--- config.mk ---
export PLATFORM = sky130hd
export DESIGN_NAME = three_point_frame_rotator_flat
export DESIGN_NICKNAME = d
export VERILOG_FILES = /design/src/rtl/tpfr_pkg.sv /design/src/rtl/tpfr_in_if.sv /design/src/rtl/tpfr_out_if.sv /design/src/rtl/tpfr_rot.sv /design/src/rtl/tpfr_trig.sv /design/src/rtl/three_point_frame_rotator.sv /design/src/flat_wrapper.sv
export SDC_FILE = /design/constraint.sdc
export NUM_CORES = 2
export LEC_CHECK = 0
export ABC_AREA = 0
export ABC_CLOCK_PERIOD_IN_PS = 17200
export BUFFER_PORTS_ARGS = -buffer_cell sky130_fd_sc_hd__buf_2
export CORE_MARGIN = 1
export CORE_UTILIZATION = 60
export DETAILED_ROUTE_END_ITERATION = 10
export PLACE_DENSITY = 0.78
export SLEW_MARGIN = 20
export SYNTH_ARGS = -nofsm -noshare
export SYNTH_HDL_FRONTEND = slang
export SYNTH_SLANG_ARGS = --single-unit
export TNS_END_PERCENT = 5
--- constraint.sdc ---
create_clock -name clk -period 17.2 [get_ports clk]
set_input_delay 1.72 -clock clk [delete_from_list [all_inputs] [get_ports clk]]
set_output_delay 1.72 -clock clk [all_outputs]
set_load 0.01 [all_outputs]
--- src/rtl/tpfr_pkg.sv ---
// Shared constants, types and the step program of the three-point frame rotator.
package tpfr_pkg;

    // Default widths of the coordinate and trig words.
    localparam int COORD_WIDTH_DEF = 32;
    localparam int TRIG_FRAC_DEF   = 30;

    // Headroom above the coordinate width for differences and rotation growth.
    localparam int GUARD_BITS = 4;

    // Normalized projection magnitudes lie in [2^(NORM_TOP-1), 2^NORM_TOP).
    localparam int NORM_TOP = 31;

    // Function codes of an input word.
    localparam logic FUNC_FRAME = 1'b0;
    localparam logic FUNC_XFORM = 1'b1;

    // Step operations.
    localparam logic [1:0] OP_TRIG = 2'd0;
    localparam logic [1:0] OP_ROT  = 2'd1;
    localparam logic [1:0] OP_END  = 2'd2;

    // Point registers: B also holds the point of a transform word.
    localparam logic PT_B = 1'b0;
    localparam logic PT_C = 1'b1;

    // Rotation stages, in the order they are applied.
    localparam logic [1:0] STG_Z = 2'd0;
    localparam logic [1:0] STG_Y = 2'd1;
    localparam logic [1:0] STG_X = 2'd2;

    // Program entry points.
    localparam logic [3:0] PC_FRAME = 4'd0;
    localparam logic [3:0] PC_XFORM = 4'd9;

    typedef struct packed {
        logic [1:0] op;
        logic       pt;
        logic [1:0] stage;
    } step_t;

    // Status of the trig unit toward the sequencer.
    typedef struct packed {
        logic done;
        logic zero;
    } trig_stat_t;

    // Step program: frame words run from PC_FRAME, transform words from PC_XFORM.
    function automatic step_t prog(input logic [3:0] pc);
        step_t s;
        case (pc)
            4'd0:    s = '{op: OP_TRIG, pt: PT_C, stage: STG_Z};
            4'd1:    s = '{op: OP_ROT,  pt: PT_C, stage: STG_Z};
            4'd2:    s = '{op: OP_ROT,  pt: PT_B, stage: STG_Z};
            4'd3:    s = '{op: OP_TRIG, pt: PT_C, stage: STG_Y};
            4'd4:    s = '{op: OP_ROT,  pt: PT_C, stage: STG_Y};
            4'd5:    s = '{op: OP_ROT,  pt: PT_B, stage: STG_Y};
            4'd6:    s = '{op: OP_TRIG, pt: PT_B, stage: STG_X};
            4'd7:    s = '{op: OP_ROT,  pt: PT_B, stage: STG_X};
            4'd9:    s = '{op: OP_ROT,  pt: PT_B, stage: STG_Z};
            4'd10:   s = '{op: OP_ROT,  pt: PT_B, stage: STG_Y};
            4'd11:   s = '{op: OP_ROT,  pt: PT_B, stage: STG_X};
            default: s = '{op: OP_END,  pt: PT_B, stage: STG_Z};
        endcase
        return s;
    endfunction

endpackage

--- src/rtl/tpfr_in_if.sv ---
// Input channel of the frame rotator: function code and three points.
interface tpfr_in_if import tpfr_pkg::*; #(
    parameter int COORD_WIDTH = COORD_WIDTH_DEF
) ();
    logic                          valid;
    logic                          ready;
    logic                          func;
    logic signed [COORD_WIDTH-1:0] p0_x;
    logic signed [COORD_WIDTH-1:0] p0_y;
    logic signed [COORD_WIDTH-1:0] p0_z;
    logic signed [COORD_WIDTH-1:0] p1_x;
    logic signed [COORD_WIDTH-1:0] p1_y;
    logic signed [COORD_WIDTH-1:0] p1_z;
    logic signed [COORD_WIDTH-1:0] p2_x;
    logic signed [COORD_WIDTH-1:0] p2_y;
    logic signed [COORD_WIDTH-1:0] p2_z;

    modport source (
        output valid, func, p0_x, p0_y, p0_z, p1_x, p1_y, p1_z, p2_x, p2_y, p2_z,
        input  ready
    );

    modport sink (
        input  valid, func, p0_x, p0_y, p0_z, p1_x, p1_y, p1_z, p2_x, p2_y, p2_z,
        output ready
    );
endinterface

--- src/rtl/tpfr_out_if.sv ---
// Output channel of the frame rotator: one rotated point per word.
interface tpfr_out_if import tpfr_pkg::*; #(
    parameter int COORD_WIDTH = COORD_WIDTH_DEF
) ();
    logic                          valid;
    logic                          ready;
    logic signed [COORD_WIDTH-1:0] out_x;
    logic signed [COORD_WIDTH-1:0] out_y;
    logic signed [COORD_WIDTH-1:0] out_z;
    logic                          is_last;
    logic                          degenerate;

    modport source (
        output valid, out_x, out_y, out_z, is_last, degenerate,
        input  ready
    );

    modport sink (
        input  valid, out_x, out_y, out_z, is_last, degenerate,
        output ready
    );
endinterface

--- src/rtl/tpfr_rot.sv ---
// Bit-serial plane rotation unit: (u, v) -> (u*c - v*s, u*s + v*c), rounded.
module tpfr_rot import tpfr_pkg::*; #(
    parameter int DW = COORD_WIDTH_DEF + GUARD_BITS,
    parameter int TF = TRIG_FRAC_DEF
) (
    input  logic                 clk,
    input  logic                 rst_n,
    input  logic                 start,
    input  logic signed [DW-1:0] u_in,
    input  logic signed [DW-1:0] v_in,
    input  logic signed [TF+1:0] c_in,
    input  logic signed [TF+1:0] s_in,
    output logic                 done,
    output logic signed [DW-1:0] u_out,
    output logic signed [DW-1:0] v_out
);
    localparam int TW    = TF + 2;
    localparam int PW    = DW + TF + 2;
    localparam int CNT_W = $clog2(TW);
    localparam logic [CNT_W-1:0]     LAST = CNT_W'(TW - 1);
    localparam logic signed [PW-1:0] HALF = {{(PW - TF){1'b0}}, 1'b1, {(TF - 1){1'b0}}};

    logic                 busy_reg, busy_next;
    logic                 done_reg, done_next;
    logic [CNT_W-1:0]     cnt_reg, cnt_next;
    logic signed [DW-1:0] u_reg, u_next;
    logic signed [DW-1:0] v_reg, v_next;
    logic [TW-1:0]        c_sh_reg, c_sh_next;
    logic [TW-1:0]        s_sh_reg, s_sh_next;
    logic signed [PW-1:0] acc_u_reg, acc_u_next;
    logic signed [PW-1:0] acc_v_reg, acc_v_next;

    logic signed [PW-1:0] u_ext, v_ext, term_u, term_v, rnd_u, rnd_v;
    logic                 c_bit, s_bit;

    // One trig bit per cycle, most significant (negative weight) first.
    assign c_bit  = c_sh_reg[TW-1];
    assign s_bit  = s_sh_reg[TW-1];
    assign u_ext  = {{(PW - DW){u_reg[DW-1]}}, u_reg};
    assign v_ext  = {{(PW - DW){v_reg[DW-1]}}, v_reg};
    assign term_u = (c_bit ? u_ext : '0) - (s_bit ? v_ext : '0);
    assign term_v = (s_bit ? u_ext : '0) + (c_bit ? v_ext : '0);

    always_comb
    begin
        busy_next  = busy_reg;
        done_next  = 1'b0;
        cnt_next   = cnt_reg;
        u_next     = u_reg;
        v_next     = v_reg;
        c_sh_next  = c_sh_reg;
        s_sh_next  = s_sh_reg;
        acc_u_next = acc_u_reg;
        acc_v_next = acc_v_reg;
        if (start)
        begin
            busy_next  = 1'b1;
            cnt_next   = '0;
            u_next     = u_in;
            v_next     = v_in;
            c_sh_next  = c_in;
            s_sh_next  = s_in;
            acc_u_next = '0;
            acc_v_next = '0;
        end
        else if (busy_reg)
        begin
            if (cnt_reg == '0)
            begin
                acc_u_next = -term_u;
                acc_v_next = -term_v;
            end
            else
            begin
                acc_u_next = (acc_u_reg <<< 1) + term_u;
                acc_v_next = (acc_v_reg <<< 1) + term_v;
            end
            c_sh_next = c_sh_reg << 1;
            s_sh_next = s_sh_reg << 1;
            cnt_next  = cnt_reg + 1'b1;
            if (cnt_reg == LAST)
            begin
                busy_next = 1'b0;
                done_next = 1'b1;
            end
        end
    end

    always_ff @(posedge clk or negedge rst_n)
    begin
        if (!rst_n)
        begin
            busy_reg <= 1'b0;
            done_reg <= 1'b0;
            cnt_reg  <= '0;
        end
        else
        begin
            busy_reg <= busy_next;
            done_reg <= done_next;
            cnt_reg  <= cnt_next;
        end
    end

    always_ff @(posedge clk)
    begin
        u_reg     <= u_next;
        v_reg     <= v_next;
        c_sh_reg  <= c_sh_next;
        s_sh_reg  <= s_sh_next;
        acc_u_reg <= acc_u_next;
        acc_v_reg <= acc_v_next;
    end

    // Round half toward +inf and drop the trig fraction bits.
    assign rnd_u = acc_u_reg + HALF;
    assign rnd_v = acc_v_reg + HALF;
    assign u_out = rnd_u[TF+DW-1:TF];
    assign v_out = rnd_v[TF+DW-1:TF];
    assign done  = done_reg;

endmodule

--- src/rtl/tpfr_trig.sv ---
// Cosine/sine pair unit: normalize, serial squares, serial root and two serial divides.
module tpfr_trig import tpfr_pkg::*; #(
    parameter int DW = COORD_WIDTH_DEF + GUARD_BITS,
    parameter int TF = TRIG_FRAC_DEF
) (
    input  logic                 clk,
    input  logic                 rst_n,
    input  logic                 start,
    input  logic signed [DW-1:0] a_in,
    input  logic signed [DW-1:0] b_in,
    output trig_stat_t           stat,
    output logic signed [TF+1:0] c_out,
    output logic signed [TF+1:0] s_out
);
    localparam int TW    = TF + 2;
    localparam int MW    = (DW > NORM_TOP) ? DW : NORM_TOP;
    localparam int SQW   = 2 * NORM_TOP + 1;
    localparam int RW    = NORM_TOP + 1;
    localparam int CMAX  = (TF > NORM_TOP) ? TF : NORM_TOP;
    localparam int CNT_W = $clog2(CMAX);
    localparam logic signed [TW-1:0] ONE = {2'b01, {TF{1'b0}}};

    localparam logic [2:0] T_IDLE  = 3'd0;
    localparam logic [2:0] T_NORM  = 3'd1;
    localparam logic [2:0] T_SQ    = 3'd2;
    localparam logic [2:0] T_ROOT  = 3'd3;
    localparam logic [2:0] T_DINIT = 3'd4;
    localparam logic [2:0] T_DIV   = 3'd5;
    localparam logic [2:0] T_DRND  = 3'd6;

    logic [2:0]           state_reg, state_next;
    logic [MW-1:0]        ma_reg, ma_next;
    logic [MW-1:0]        mb_reg, mb_next;
    logic                 a_neg_reg, a_neg_next;
    logic                 b_pos_reg, b_pos_next;
    logic [NORM_TOP-1:0]  sa_sh_reg, sa_sh_next;
    logic [NORM_TOP-1:0]  sb_sh_reg, sb_sh_next;
    logic [SQW-1:0]       sq_reg, sq_next;
    logic [SQW-1:0]       rt_rem_reg, rt_rem_next;
    logic [SQW-1:0]       rt_res_reg, rt_res_next;
    logic [SQW-1:0]       rt_bit_reg, rt_bit_next;
    logic [RW-1:0]        drem_reg, drem_next;
    logic [TF:0]          q_reg, q_next;
    logic                 sel_reg, sel_next;
    logic [CNT_W-1:0]     cnt_reg, cnt_next;
    logic signed [TW-1:0] c_reg, c_next;
    logic signed [TW-1:0] s_reg, s_next;
    logic                 done_reg, done_next;
    logic                 zero_reg, zero_next;

    logic [DW-1:0]        mag_a, mag_b;
    logic [MW-1:0]        m_max;
    logic                 m_over;
    logic [NORM_TOP-1:0]  na, nb, d_num;
    logic [SQW-1:0]       na_x, nb_x, sq_sum, rt_try, rt_res_step;
    logic                 rt_fit;
    logic [RW-1:0]        den, d_start;
    logic                 d_ge0, d_fit;
    logic [RW:0]          d_sh, d_sub;
    logic [TF:0]          q_rnd;
    logic signed [TW-1:0] q_s;

    // Input magnitudes.
    assign mag_a = a_in[DW-1] ? -a_in : a_in;
    assign mag_b = b_in[DW-1] ? -b_in : b_in;

    // Normalization tests on the larger magnitude.
    assign m_max  = (ma_reg > mb_reg) ? ma_reg : mb_reg;
    assign m_over = (m_max >> NORM_TOP) != '0;
    assign na     = ma_reg[NORM_TOP-1:0];
    assign nb     = mb_reg[NORM_TOP-1:0];

    // Sum of squares, one multiplier bit of each operand per cycle.
    assign na_x   = {{(SQW - NORM_TOP){1'b0}}, na};
    assign nb_x   = {{(SQW - NORM_TOP){1'b0}}, nb};
    assign sq_sum = (sq_reg << 1) + (sa_sh_reg[NORM_TOP-1] ? na_x : '0)
                  + (sb_sh_reg[NORM_TOP-1] ? nb_x : '0);

    // Integer square root, two radicand bits per cycle.
    assign rt_try      = rt_res_reg + rt_bit_reg;
    assign rt_fit      = rt_rem_reg >= rt_try;
    assign rt_res_step = rt_fit ? (rt_res_reg >> 1) + rt_bit_reg : rt_res_reg >> 1;

    // Restoring divide by the root, one quotient bit per cycle.
    assign den     = rt_res_reg[RW-1:0];
    assign d_num   = sel_reg ? nb : na;
    assign d_start = {1'b0, d_num};
    assign d_ge0   = d_start >= den;
    assign d_sh    = {drem_reg, 1'b0};
    assign d_fit   = d_sh >= {1'b0, den};
    assign d_sub   = d_sh - {1'b0, den};
    assign q_rnd   = q_reg + {{TF{1'b0}}, d_fit};
    assign q_s     = {1'b0, q_rnd};

    always_comb
    begin
        state_next  = state_reg;
        ma_next     = ma_reg;
        mb_next     = mb_reg;
        a_neg_next  = a_neg_reg;
        b_pos_next  = b_pos_reg;
        sa_sh_next  = sa_sh_reg;
        sb_sh_next  = sb_sh_reg;
        sq_next     = sq_reg;
        rt_rem_next = rt_rem_reg;
        rt_res_next = rt_res_reg;
        rt_bit_next = rt_bit_reg;
        drem_next   = drem_reg;
        q_next      = q_reg;
        sel_next    = sel_reg;
        cnt_next    = cnt_reg;
        c_next      = c_reg;
        s_next      = s_reg;
        done_next   = 1'b0;
        zero_next   = zero_reg;
        case (state_reg)
            T_IDLE:
            begin
                if (start)
                begin
                    ma_next    = MW'(mag_a);
                    mb_next    = MW'(mag_b);
                    a_neg_next = a_in[DW-1];
                    b_pos_next = !b_in[DW-1] && (b_in != '0);
                    sel_next   = 1'b0;
                    if (a_in == '0 && b_in == '0)
                    begin
                        // Zero-length projection: identity stage.
                        c_next    = ONE;
                        s_next    = '0;
                        zero_next = 1'b1;
                        done_next = 1'b1;
                    end
                    else
                    begin
                        zero_next  = 1'b0;
                        state_next = T_NORM;
                    end
                end
            end
            T_NORM:
            begin
                if (m_over)
                begin
                    ma_next = ma_reg >> 1;
                    mb_next = mb_reg >> 1;
                end
                else if (!m_max[NORM_TOP-1])
                begin
                    ma_next = ma_reg << 1;
                    mb_next = mb_reg << 1;
                end
                else
                begin
                    sa_sh_next = na;
                    sb_sh_next = nb;
                    sq_next    = '0;
                    cnt_next   = '0;
                    state_next = T_SQ;
                end
            end
            T_SQ:
            begin
                sq_next    = sq_sum;
                sa_sh_next = sa_sh_reg << 1;
                sb_sh_next = sb_sh_reg << 1;
                cnt_next   = cnt_reg + 1'b1;
                if (cnt_reg == CNT_W'(NORM_TOP - 1))
                begin
                    rt_rem_next = sq_sum;
                    rt_res_next = '0;
                    rt_bit_next = {1'b1, {(SQW - 1){1'b0}}};
                    state_next  = T_ROOT;
                end
            end
            T_ROOT:
            begin
                if (rt_fit)
                begin
                    rt_rem_next = rt_rem_reg - rt_try;
                end
                rt_res_next = rt_res_step;
                rt_bit_next = rt_bit_reg >> 2;
                if (rt_bit_reg[0])
                begin
                    state_next = T_DINIT;
                end
            end
            T_DINIT:
            begin
                drem_next  = d_ge0 ? d_start - den : d_start;
                q_next     = {{TF{1'b0}}, d_ge0};
                cnt_next   = '0;
                state_next = T_DIV;
            end
            T_DIV:
            begin
                drem_next = d_fit ? d_sub[RW-1:0] : d_sh[RW-1:0];
                q_next    = {q_reg[TF-1:0], d_fit};
                cnt_next  = cnt_reg + 1'b1;
                if (cnt_reg == CNT_W'(TF - 1))
                begin
                    state_next = T_DRND;
                end
            end
            T_DRND:
            begin
                if (!sel_reg)
                begin
                    c_next     = a_neg_reg ? -q_s : q_s;
                    sel_next   = 1'b1;
                    state_next = T_DINIT;
                end
                else
                begin
                    s_next     = b_pos_reg ? -q_s : q_s;
                    done_next  = 1'b1;
                    state_next = T_IDLE;
                end
            end
            default:
            begin
                state_next = T_IDLE;
            end
        endcase
    end

    always_ff @(posedge clk or negedge rst_n)
    begin
        if (!rst_n)
        begin
            state_reg <= T_IDLE;
            done_reg  <= 1'b0;
            zero_reg  <= 1'b0;
            sel_reg   <= 1'b0;
            cnt_reg   <= '0;
        end
        else
        begin
            state_reg <= state_next;
            done_reg  <= done_next;
            zero_reg  <= zero_next;
            sel_reg   <= sel_next;
            cnt_reg   <= cnt_next;
        end
    end

    always_ff @(posedge clk)
    begin
        ma_reg     <= ma_next;
        mb_reg     <= mb_next;
        a_neg_reg  <= a_neg_next;
        b_pos_reg  <= b_pos_next;
        sa_sh_reg  <= sa_sh_next;
        sb_sh_reg  <= sb_sh_next;
        sq_reg     <= sq_next;
        rt_rem_reg <= rt_rem_next;
        rt_res_reg <= rt_res_next;
        rt_bit_reg <= rt_bit_next;
        drem_reg   <= drem_next;
        q_reg      <= q_next;
        c_reg      <= c_next;
        s_reg      <= s_next;
    end

    assign stat.done = done_reg;
    assign stat.zero = zero_reg;
    assign c_out     = c_reg;
    assign s_out     = s_reg;

endmodule

--- src/rtl/three_point_frame_rotator.sv ---
// Transform words run only rotation steps; frame words also run trig steps that work out
// each stage's cosine/sine pair in the trig unit, so they take longer.
// One word is worked at a time; a finished result waits in the output register while
// the next word is accepted. Reset: identity rotations, zero origin, flag clear.
module three_point_frame_rotator import tpfr_pkg::*; #(
    parameter int COORD_WIDTH    = COORD_WIDTH_DEF,
    parameter int TRIG_FRAC_BITS = TRIG_FRAC_DEF
) (
    input  logic       clk,
    input  logic       rst_n,
    tpfr_in_if.sink    items,
    tpfr_out_if.source results
);
    localparam int CW = COORD_WIDTH;
    localparam int DW = COORD_WIDTH + GUARD_BITS;
    localparam int TF = TRIG_FRAC_BITS;
    localparam int TW = TF + 2;
    localparam logic signed [TW-1:0] ONE = {2'b01, {TF{1'b0}}};

    localparam logic [2:0] S_IDLE  = 3'd0;
    localparam logic [2:0] S_STEP  = 3'd1;
    localparam logic [2:0] S_WAIT  = 3'd2;
    localparam logic [2:0] S_EMIT1 = 3'd3;
    localparam logic [2:0] S_EMIT2 = 3'd4;

    logic [2:0]           state_reg, state_next;
    logic [3:0]           pc_reg, pc_next;
    logic                 func_reg, func_next;
    logic signed [CW-1:0] org_x_reg, org_x_next;
    logic signed [CW-1:0] org_y_reg, org_y_next;
    logic signed [CW-1:0] org_z_reg, org_z_next;
    logic signed [TW-1:0] cos_reg [3];
    logic signed [TW-1:0] cos_next [3];
    logic signed [TW-1:0] sin_reg [3];
    logic signed [TW-1:0] sin_next [3];
    logic                 fdeg_reg, fdeg_next;
    logic                 dacc_reg, dacc_next;
    logic signed [DW-1:0] b_x_reg, b_x_next;
    logic signed [DW-1:0] b_y_reg, b_y_next;
    logic signed [DW-1:0] b_z_reg, b_z_next;
    logic signed [DW-1:0] c_x_reg, c_x_next;
    logic signed [DW-1:0] c_y_reg, c_y_next;
    logic signed [DW-1:0] c_z_reg, c_z_next;
    logic                 out_valid_reg, out_valid_next;
    logic signed [CW-1:0] out_x_reg, out_x_next;
    logic signed [CW-1:0] out_y_reg, out_y_next;
    logic signed [CW-1:0] out_z_reg, out_z_next;
    logic                 out_last_reg, out_last_next;
    logic                 out_deg_reg, out_deg_next;

    step_t                step;
    logic signed [DW-1:0] sel_x, sel_y, sel_z, op_u, op_v;
    logic signed [TW-1:0] op_c, op_s;
    logic                 trig_start, rot_start, rot_done, out_free;
    trig_stat_t           tstat;
    logic signed [TW-1:0] trig_c, trig_s;
    logic signed [DW-1:0] rot_u, rot_v;

    function automatic logic signed [DW-1:0] sx(input logic signed [CW-1:0] v);
        return {{(DW - CW){v[CW-1]}}, v};
    endfunction

    function automatic logic signed [CW-1:0] sat(input logic signed [DW-1:0] v);
        logic signed [CW-1:0] r;
        if (v[DW-1:CW-1] == '0 || v[DW-1:CW-1] == '1)
        begin
            r = v[CW-1:0];
        end
        else if (v[DW-1])
        begin
            r = {1'b1, {(CW - 1){1'b0}}};
        end
        else
        begin
            r = {1'b0, {(CW - 1){1'b1}}};
        end
        return r;
    endfunction

    // Current step and its operands.
    assign step  = prog(pc_reg);
    assign sel_x = (step.pt == PT_C) ? c_x_reg : b_x_reg;
    assign sel_y = (step.pt == PT_C) ? c_y_reg : b_y_reg;
    assign sel_z = (step.pt == PT_C) ? c_z_reg : b_z_reg;

    always_comb
    begin
        case (step.stage)
            STG_Z:
            begin
                op_u = sel_x;
                op_v = sel_y;
                op_c = cos_reg[0];
                op_s = sin_reg[0];
            end
            STG_Y:
            begin
                op_u = sel_x;
                op_v = sel_z;
                op_c = cos_reg[1];
                op_s = sin_reg[1];
            end
            STG_X:
            begin
                op_u = sel_y;
                op_v = sel_z;
                op_c = cos_reg[2];
                op_s = sin_reg[2];
            end
            default:
            begin
                op_u = sel_x;
                op_v = sel_y;
                op_c = cos_reg[0];
                op_s = sin_reg[0];
            end
        endcase
    end

    assign trig_start = (state_reg == S_STEP) && (step.op == OP_TRIG);
    assign rot_start  = (state_reg == S_STEP) && (step.op == OP_ROT);

    tpfr_trig #(
        .DW (DW),
        .TF (TF)
    ) u_trig (
        .clk   (clk),
        .rst_n (rst_n),
        .start (trig_start),
        .a_in  (op_u),
        .b_in  (op_v),
        .stat  (tstat),
        .c_out (trig_c),
        .s_out (trig_s)
    );

    tpfr_rot #(
        .DW (DW),
        .TF (TF)
    ) u_rot (
        .clk   (clk),
        .rst_n (rst_n),
        .start (rot_start),
        .u_in  (op_u),
        .v_in  (op_v),
        .c_in  (op_c),
        .s_in  (op_s),
        .done  (rot_done),
        .u_out (rot_u),
        .v_out (rot_v)
    );

    assign out_free = !out_valid_reg || results.ready;

    // Sequencer: capture a word, run its steps, then hand results to the output register.
    always_comb
    begin
        state_next     = state_reg;
        pc_next        = pc_reg;
        func_next      = func_reg;
        org_x_next     = org_x_reg;
        org_y_next     = org_y_reg;
        org_z_next     = org_z_reg;
        cos_next       = cos_reg;
        sin_next       = sin_reg;
        fdeg_next      = fdeg_reg;
        dacc_next      = dacc_reg;
        b_x_next       = b_x_reg;
        b_y_next       = b_y_reg;
        b_z_next       = b_z_reg;
        c_x_next       = c_x_reg;
        c_y_next       = c_y_reg;
        c_z_next       = c_z_reg;
        out_valid_next = out_valid_reg && !results.ready;
        out_x_next     = out_x_reg;
        out_y_next     = out_y_reg;
        out_z_next     = out_z_reg;
        out_last_next  = out_last_reg;
        out_deg_next   = out_deg_reg;
        case (state_reg)
            S_IDLE:
            begin
                if (items.valid)
                begin
                    func_next  = items.func;
                    state_next = S_STEP;
                    if (items.func == FUNC_FRAME)
                    begin
                        org_x_next = items.p0_x;
                        org_y_next = items.p0_y;
                        org_z_next = items.p0_z;
                        b_x_next   = sx(items.p1_x) - sx(items.p0_x);
                        b_y_next   = sx(items.p1_y) - sx(items.p0_y);
                        b_z_next   = sx(items.p1_z) - sx(items.p0_z);
                        c_x_next   = sx(items.p2_x) - sx(items.p0_x);
                        c_y_next   = sx(items.p2_y) - sx(items.p0_y);
                        c_z_next   = sx(items.p2_z) - sx(items.p0_z);
                        dacc_next  = 1'b0;
                        pc_next    = PC_FRAME;
                    end
                    else
                    begin
                        b_x_next = sx(items.p0_x) - sx(org_x_reg);
                        b_y_next = sx(items.p0_y) - sx(org_y_reg);
                        b_z_next = sx(items.p0_z) - sx(org_z_reg);
                        pc_next  = PC_XFORM;
                    end
                end
            end
            S_STEP:
            begin
                case (step.op)
                    OP_TRIG, OP_ROT:
                    begin
                        state_next = S_WAIT;
                    end
                    default:
                    begin
                        if (func_reg == FUNC_FRAME)
                        begin
                            fdeg_next = dacc_reg;
                        end
                        state_next = S_EMIT1;
                    end
                endcase
            end
            S_WAIT:
            begin
                if (tstat.done)
                begin
                    // Store the new pair for this stage.
                    case (step.stage)
                        STG_Z:
                        begin
                            cos_next[0] = trig_c;
                            sin_next[0] = trig_s;
                        end
                        STG_Y:
                        begin
                            cos_next[1] = trig_c;
                            sin_next[1] = trig_s;
                        end
                        default:
                        begin
                            cos_next[2] = trig_c;
                            sin_next[2] = trig_s;
                        end
                    endcase
                    dacc_next  = dacc_reg | tstat.zero;
                    pc_next    = pc_reg + 1'b1;
                    state_next = S_STEP;
                end
                else if (rot_done)
                begin
                    // Write the rotated pair back into its point.
                    if (step.pt == PT_C)
                    begin
                        case (step.stage)
                            STG_Z:
                            begin
                                c_x_next = rot_u;
                                c_y_next = rot_v;
                            end
                            STG_Y:
                            begin
                                c_x_next = rot_u;
                                c_z_next = rot_v;
                            end
                            default:
                            begin
                                c_y_next = rot_u;
                                c_z_next = rot_v;
                            end
                        endcase
                    end
                    else
                    begin
                        case (step.stage)
                            STG_Z:
                            begin
                                b_x_next = rot_u;
                                b_y_next = rot_v;
                            end
                            STG_Y:
                            begin
                                b_x_next = rot_u;
                                b_z_next = rot_v;
                            end
                            default:
                            begin
                                b_y_next = rot_u;
                                b_z_next = rot_v;
                            end
                        endcase
                    end
                    pc_next    = pc_reg + 1'b1;
                    state_next = S_STEP;
                end
            end
            S_EMIT1:
            begin
                if (out_free)
                begin
                    out_valid_next = 1'b1;
                    out_x_next     = sat(b_x_reg);
                    out_y_next     = sat(b_y_reg);
                    out_z_next     = sat(b_z_reg);
                    out_last_next  = (func_reg == FUNC_XFORM);
                    out_deg_next   = fdeg_reg;
                    state_next     = (func_reg == FUNC_XFORM) ? S_IDLE : S_EMIT2;
                end
            end
            S_EMIT2:
            begin
                if (out_free)
                begin
                    out_valid_next = 1'b1;
                    out_x_next     = sat(c_x_reg);
                    out_y_next     = sat(c_y_reg);
                    out_z_next     = sat(c_z_reg);
                    out_last_next  = 1'b1;
                    out_deg_next   = fdeg_reg;
                    state_next     = S_IDLE;
                end
            end
            default:
            begin
                state_next = S_IDLE;
            end
        endcase
    end

    always_ff @(posedge clk or negedge rst_n)
    begin
        if (!rst_n)
        begin
            state_reg     <= S_IDLE;
            pc_reg        <= PC_FRAME;
            func_reg      <= FUNC_FRAME;
            org_x_reg     <= '0;
            org_y_reg     <= '0;
            org_z_reg     <= '0;
            for (int i = 0; i < 3; i++)
            begin
                cos_reg[i] <= ONE;
                sin_reg[i] <= '0;
            end
            fdeg_reg      <= 1'b0;
            dacc_reg      <= 1'b0;
            out_valid_reg <= 1'b0;
        end
        else
        begin
            state_reg     <= state_next;
            pc_reg        <= pc_next;
            func_reg      <= func_next;
            org_x_reg     <= org_x_next;
            org_y_reg     <= org_y_next;
            org_z_reg     <= org_z_next;
            cos_reg       <= cos_next;
            sin_reg       <= sin_next;
            fdeg_reg      <= fdeg_next;
            dacc_reg      <= dacc_next;
            out_valid_reg <= out_valid_next;
        end
    end

    always_ff @(posedge clk)
    begin
        b_x_reg      <= b_x_next;
        b_y_reg      <= b_y_next;
        b_z_reg      <= b_z_next;
        c_x_reg      <= c_x_next;
        c_y_reg      <= c_y_next;
        c_z_reg      <= c_z_next;
        out_x_reg    <= out_x_next;
        out_y_reg    <= out_y_next;
        out_z_reg    <= out_z_next;
        out_last_reg <= out_last_next;
        out_deg_reg  <= out_deg_next;
    end

    // Channel outputs.
    assign items.ready        = (state_reg == S_IDLE);
    assign results.valid      = out_valid_reg;
    assign results.out_x      = out_x_reg;
    assign results.out_y      = out_y_reg;
    assign results.out_z      = out_z_reg;
    assign results.is_last    = out_last_reg;
    assign results.degenerate = out_deg_reg;

`ifndef SYNTH
    a_done_in_wait: assert property (@(posedge clk) disable iff (!rst_n)
        (tstat.done || rot_done) |-> (state_reg == S_WAIT))
        else $error("Unit finished while the sequencer was not waiting.");

    a_first_word_pending: assert property (@(posedge clk) disable iff (!rst_n)
        (out_valid_reg && !out_last_reg) |-> (state_reg == S_EMIT2))
        else $error("First frame word pending without the second queued behind it.");

    a_one_word_at_a_time: assert property (@(posedge clk) disable iff (!rst_n)
        (items.valid && items.ready) |=> !items.ready)
        else $error("Input accepted again before the word was worked.");
`endif

endmodule

--- src/flat_wrapper.sv ---
// flat-port wrapper written by rule: the top's interface ports become plain ports
module three_point_frame_rotator_flat import tpfr_pkg::*;
#(
    parameter int COORD_WIDTH    = COORD_WIDTH_DEF,
    parameter int TRIG_FRAC_BITS = TRIG_FRAC_DEF
)
  (clk, rst_n, items_valid, items_func, items_p0_x, items_p0_y, items_p0_z, items_p1_x, items_p1_y, items_p1_z, items_p2_x, items_p2_y, items_p2_z, items_ready, results_valid, results_out_x, results_out_y, results_out_z, results_is_last, results_degenerate, results_ready);
  tpfr_in_if #(.COORD_WIDTH(COORD_WIDTH)) items_i ();
  tpfr_out_if #(.COORD_WIDTH(COORD_WIDTH)) results_i ();
  input  logic clk;
  input  logic rst_n;
  input wire logic [$bits(items_i.valid)-1:0] items_valid;
  input wire logic [$bits(items_i.func)-1:0] items_func;
  input wire logic [$bits(items_i.p0_x)-1:0] items_p0_x;
  input wire logic [$bits(items_i.p0_y)-1:0] items_p0_y;
  input wire logic [$bits(items_i.p0_z)-1:0] items_p0_z;
  input wire logic [$bits(items_i.p1_x)-1:0] items_p1_x;
  input wire logic [$bits(items_i.p1_y)-1:0] items_p1_y;
  input wire logic [$bits(items_i.p1_z)-1:0] items_p1_z;
  input wire logic [$bits(items_i.p2_x)-1:0] items_p2_x;
  input wire logic [$bits(items_i.p2_y)-1:0] items_p2_y;
  input wire logic [$bits(items_i.p2_z)-1:0] items_p2_z;
  output wire logic [$bits(items_i.ready)-1:0] items_ready;
  output wire logic [$bits(results_i.valid)-1:0] results_valid;
  output wire logic [$bits(results_i.out_x)-1:0] results_out_x;
  output wire logic [$bits(results_i.out_y)-1:0] results_out_y;
  output wire logic [$bits(results_i.out_z)-1:0] results_out_z;
  output wire logic [$bits(results_i.is_last)-1:0] results_is_last;
  output wire logic [$bits(results_i.degenerate)-1:0] results_degenerate;
  input wire logic [$bits(results_i.ready)-1:0] results_ready;
  assign items_i.valid = items_valid;
  assign items_i.func = items_func;
  assign items_i.p0_x = items_p0_x;
  assign items_i.p0_y = items_p0_y;
  assign items_i.p0_z = items_p0_z;
  assign items_i.p1_x = items_p1_x;
  assign items_i.p1_y = items_p1_y;
  assign items_i.p1_z = items_p1_z;
  assign items_i.p2_x = items_p2_x;
  assign items_i.p2_y = items_p2_y;
  assign items_i.p2_z = items_p2_z;
  assign items_ready = items_i.ready;
  assign results_valid = results_i.valid;
  assign results_out_x = results_i.out_x;
  assign results_out_y = results_i.out_y;
  assign results_out_z = results_i.out_z;
  assign results_is_last = results_i.is_last;
  assign results_degenerate = results_i.degenerate;
  assign results_i.ready = results_ready;
  three_point_frame_rotator #(.COORD_WIDTH(COORD_WIDTH), .TRIG_FRAC_BITS(TRIG_FRAC_BITS)) u_core (.clk(clk), .rst_n(rst_n), .items(items_i), .results(results_i));
endmodule
# Yosys cells after proc, flatten, opt, wreduce, memory -nomap -nowiden
# Memory sizes are Yosys's and may differ from the RTL's.
# Index checks and enable logic that the tools add are counted.
# word_totals
n_memories	1
word_cells	383
reg_bits	1413
out_inout_bits	100
in_bits	293
romBits	80
# op_classes
bitwise_logic	5
muxes	170
n_reduce_logical	71
n_eq_ne	47
order_cmp	4
add_sub_neg	31
# mem_list
name	depth	word_bits	read_ports	rd_clocked_by_memory_dff	wr	line	text
(name not given)	16	5	1	0	0	tpfr_pkg.sv:51	case (pc)
# ops
operator	n
$mux 36	46
$mux 32	32
$pmux 36 s2	9
$pmux 32 s2	8
$mux 66	6
$pmux 63 s2	3
$mux 63	5
$sub 32x32->33	9
$mux 31	7
$add 66x66->66	3
$pmux 31 s2	3
$add 66x31->66 const B	2
$neg 66->66	2
$add 63x31->63	2
$mux 62	2
$pmux 62 s2	1
$logic_not 36->1	2
$neg 36->36	2
$reduce_bool 36->1	2
$sub 66x66->66	1
$add 62x63->63	1
$add 63x63->63	1
$ge 63x63->1	1
$sub 63x63->63	1
other kinds (43)	177

# Depth between registers and ports, before layout
# An unclocked memory read counts as a cell.
# logic_depth
word_depth	9
mapped_depth	29
depth_no_buf	26

# Hierarchy
# Synthesis repeated with hierarchy kept, for this count alone.
# hier_totals
cells_unflattened	12148
area_unflattened_um2	108390.2
# by_module_without_submodules
module	area_each_um2	seq_area_each_um2	n_inst	cells_each
three_point_frame_rotator	43077.6	16915.0	1	4568
tpfr_trig	39525.4	14779.2	1	4385
tpfr_rot	25787.2	6901.6	1	3195

# Worst setup path after synthesis
# No wires, ideal clock.
# synth_path
path_kind	flip-flop to flip-flop
startpoint	register u_core.u_trig.state_reg[2]
endpoint	register u_core.u_trig.rt_rem_reg[0], enable pin
path_stages_with_launch	6
setup_time_ns	0.580
arrival_ns	12.556
period_less_slack_ns	13.137
n_path_buf	1
slack_ns	4.063
cell_sequence	dfrtp_1 > clkbuf_1 > nor2_1 > nand2_1 > o21ai_0 > a21boi_0
# synth_between
elab_chain_len	3
elab_cells_between_ends	6
classes_between	eq/ne (4); reduce/logical (2)
# synth_rtl
element	line	text
start: declaration	tpfr_trig.sv:31	logic [2:0] state_reg, state_next;
start signal: assignment	tpfr_trig.sv:240	state_reg <= state_next;
$eq 3x2->1	tpfr_trig.sv:116	case (state_reg)
$ne 2x2->1 (no source line) / $reduce_bool 2->1 (equally long branches)	--	
$reduce_and 3->1 (no source line) *	--	
end signal: assignment	tpfr_trig.sv:257	rt_rem_reg <= rt_rem_next;
end: declaration	tpfr_trig.sv:39	logic [SQW-1:0] rt_rem_reg, rt_rem_next;
# Every way passes the cells marked *; elsewhere a longest branch is shown, timed or not.
# A chain may end at the register's enable or synchronous reset.

# Final worst setup path
# layout_path
startpoint	register u_core.u_rot.s_sh_reg[31]
endpoint	register u_core.u_rot.acc_v_reg[62]
# layout_between
elab_chain_len	4
elab_cells_between_ends	5
classes_between	add/sub (3); mux (2)
# layout_rtl
element	line	text
start: declaration	tpfr_rot.sv:29	logic [TW-1:0] s_sh_reg, s_sh_next;
start signal: assignment	tpfr_rot.sv:110	s_sh_reg <= s_sh_next;
$mux 66 *	tpfr_rot.sv:42	assign term_v = (s_bit ? u_ext : '0) + (c_bit ? v_ext : '0);
$add 66x66->66 *	tpfr_rot.sv:42	
$add 66x66->66 / $neg 66->66 (equally long branches)	tpfr_rot.sv:76, tpfr_rot.sv:71	
$mux 66 *	tpfr_rot.sv:68	if (cnt_reg == '0)
end signal: assignment	tpfr_rot.sv:112	acc_v_reg <= acc_v_next;
end: declaration	tpfr_rot.sv:31	logic signed [PW-1:0] acc_v_reg, acc_v_next;
# Marked as above.

==> impl_metrics.csv <==
group,metric,value,unit
run_status,outcome,"completed",
synthesis,yosys.cell_types.count,120,
clock_tree,htreeDepth,4,
timing,slew_headroom,3.43,%
run,drv_cap,0,
synthesis,synth-seq-cells,1382,
timing,period_minus_slack,8050,ps
synthesis,synth_commonest_cells,"1332 x nand2_1, 1039 x a21oi_1, 1009 x nor2_1",
setup_path,end_kind,"flop",
layout,synthToLayoutAreaGrowth,8.91,%
global_route,grt_pass1_vias,91400,
global_route,antenna_found_initial,51,
timing,max_freq,124,MHz
setup_path,cp_data_required_time,17990,ps
die,initial_core_util,60.4,%
synthesis,avgSynthCellArea,8.88,sq um
synthesis,synthTopCellsByArea,"edfxtp_1 26%, ha_1 9.1%, dfrtp_1 7.4%",
synthesis,synth_fa_ha_area_share,9.95,%
global_route,grt_use_total,42.6,%
setup_path,crit_path_frequent_cell,"o21ai_0",
clock_tree,clockBufferDepth,3,
die,rows,154,
synthesis,yosysSeqAreaShare,36.3,%
timing,finalSetupTns,0,ps
clock_tree,cts_resized,0,
setup_path,crit_path_top_delay_cell,"and3b_1",
synthesis,synth_mux_area_share,4.72,%
synthesis,syn_nets,13100,
placed_design,portBuffers,392,
global_route,grt_max_degree,179,
timing,hold_viol,0,
placed_design,gp_congestion,1.06,
layout,fillers,14400,
synthesis,synth.most_common_cell,"nand2_1",
drt,drt_pass1_iterations,7,
die,io_pins,393,
timing,slew_viol_final,0,
die,dieArea,179000,sq um
clock_tree,insertion_delay,890,ps
synthesis,synth_async_sr_flop_share,22.9,%
layout,final_nets,13200,
layout,multiInputGateArea,63900,sq um
setup_path,cp_slowest_stage_delay,730,ps
synthesis,syn_inst,12000,
synthesis,yosys.area_share.simple,16.6,%
drt,routed_wl,391000,microns
clock_tree,cts.hold.buffers_added,0,
global_route,gr-total-overflow,0,
drt,drt-initial-drc-count,11400,
synthesis,synth_xor_area_share,7.68,%
drt,antenna_left,0,
clock_tree,clock-sinks,1382,
min_path,hp-class,"reg2reg",
setup_path,crit_fanout,72,
synthesis,synth_edf_count,933,
timing,skew,43.8,ps
setup_path,path_class,"reg2reg",
clock_tree,cts_made_buffers,158,
drt,met3WireLength,40100,microns
layout,layout-drive-gt1-share,10.3,%
drt,highest_layer,"met5",
drt,met1_length,144000,microns
synthesis,synth_warnings,0,
timing,worst_slew_pin_slew,1440,ps
drt,drc,0,
drt,post_drt_wl_per_cell,26.8,microns
global_route,grt_pass1_wl,577000,microns
timing,min_period_over_period,46.8,%
synthesis,synth_top_area_share,26.3,%
drt,dr_wl_met2,172000,microns
clock_tree,root_buffer,"clkbuf_16",
clock_tree,cts_tree,"done",
layout,seqCellArea,38600,sq um
die,die-height,423,microns
die,core-area,176000,sq um
drt,vias,97100,
layout,final_util,65.8,%
setup_path,crit_chain,"buf_4, and2_1, ha_1, o21a_1, a2bb2oi_1, o2111ai_2, a2111oi_0, nor3_2, and3b_1, o31ai_1, inv_1, ha_1, a21oi_1, o21ai_0, a2111oi_0, o31a_1, o21ai_0, or3_1, o21ai_0, o21ai_0, a21oi_1, xnor2_1, nand2_1, a21oi_1",
setup_path,start_kind,"flop",
synthesis,synth_compound_area_share,20.7,%
timing,final-setup-viol-count,0,
drt,avgViaCountPerCell,6.64,
clock_tree,clk_pin_slew_worst_paths,70,ps
synthesis,yosysTopAreaCell,"edfxtp_1",
synthesis,synth_top_family_by_area,"compound AO/OA/AOI/OAI gates",
placed_design,place_hpwl,297000,microns
synthesis,synth_ff_type,"edfxtp_1",
timing,rsz0062_at_grt,"no",
die,die_w,423,microns
setup_path,cp.arrival,8840,ps
clock_tree,cts_setup_buffers,0,
synthesis,synth.cell_area,106000,sq um
## metrics by stage
stage          hold WS [ps]  cell area [sq um]  setup slack [ps]  cells
2_1_floorplan           421             106000              4060  12000
4_1_cts                 473             116000              9470  14600
5_1_grt                 485             116000              8800  14600
6_report                476             116000              9150  14600
3_3_place_gp            442             110000              9670  14300
3_5_place_dp            461             110000              9520  14300
## layout by cell type (no fill, tap or decap), types with 239 or more instances in the layout
cell type and count:
xnor2_1 525, o21ai_0 955, mux2_2 239, ha_1 768
edfxtp_1 933, inv_1 579, a21o_1 356, a21oi_1 1038
xor2_1 405, nor2_1 999, buf_2 390, nand2_1 1328
dfrtp_1 313
## layer usage
layer  GRT usage (%)  vias up
met5               0        -
met2            64.9     5594
met3            10.9     1413
met1            51.7    46300
met4            32.4       34
li1                -    43800
## critical path: cells and delay by family (launching register included)
kind / cells / cell delay [ps]
fa+ha+maj: 2 / 650
flops: 1 / 330
buf+inv: 2 / 680
xor+xnor: 1 / 140
compound gates: 14 / 4570
simple gates: 5 / 1560
## worst paths after layout
path,start,depth (start not counted),slack [ps],end
max in group asynchronous,rst_n,2,14720,u_core.cos_reg[31]
max,u_core.u_rot.s_sh_reg[31],24,9150,u_core.u_rot.acc_v_reg[62]
min in group asynchronous,rst_n,1,920,u_core.u_rot.cnt_reg[2]
min,u_core.u_rot.acc_u_reg[17],2,480,u_core.u_rot.acc_u_reg[17]
min reg2reg,u_core.u_rot.acc_u_reg[17],2,480,u_core.u_rot.acc_u_reg[17]
max reg2reg,u_core.u_rot.s_sh_reg[31],24,9150,u_core.u_rot.acc_v_reg[62]
## kinds of logic after synthesis
| kind of cell | Yosys count |
|---|---|
| flops | 1382 |
| compound gates | 3560 |
| mux | 387 |
| buf+inv | 1125 |
| xor+xnor | 933 |
| simple gates | 3773 |
| fa+ha+maj | 818 |
## area by class of cell
| cell class | count | share of cell area [%] |
|---|---|---|
| multi-input cells | 9471 | 55.1 |
| flip-flops and latches | 1382 | 33.3 |
| clock buffers | 201 | 3.66 |
| repair buffers | 509 | 2.56 |
| well taps | 2340 | 2.53 |
| inverters | 587 | 1.91 |
| clock inverters | 95 | 0.838 |
| diodes | 33 | 0.0713 |
Power is left out: the tool's default activity adds up to more than one toggle a clock period on the data nets, which glitch-free logic cannot reach.
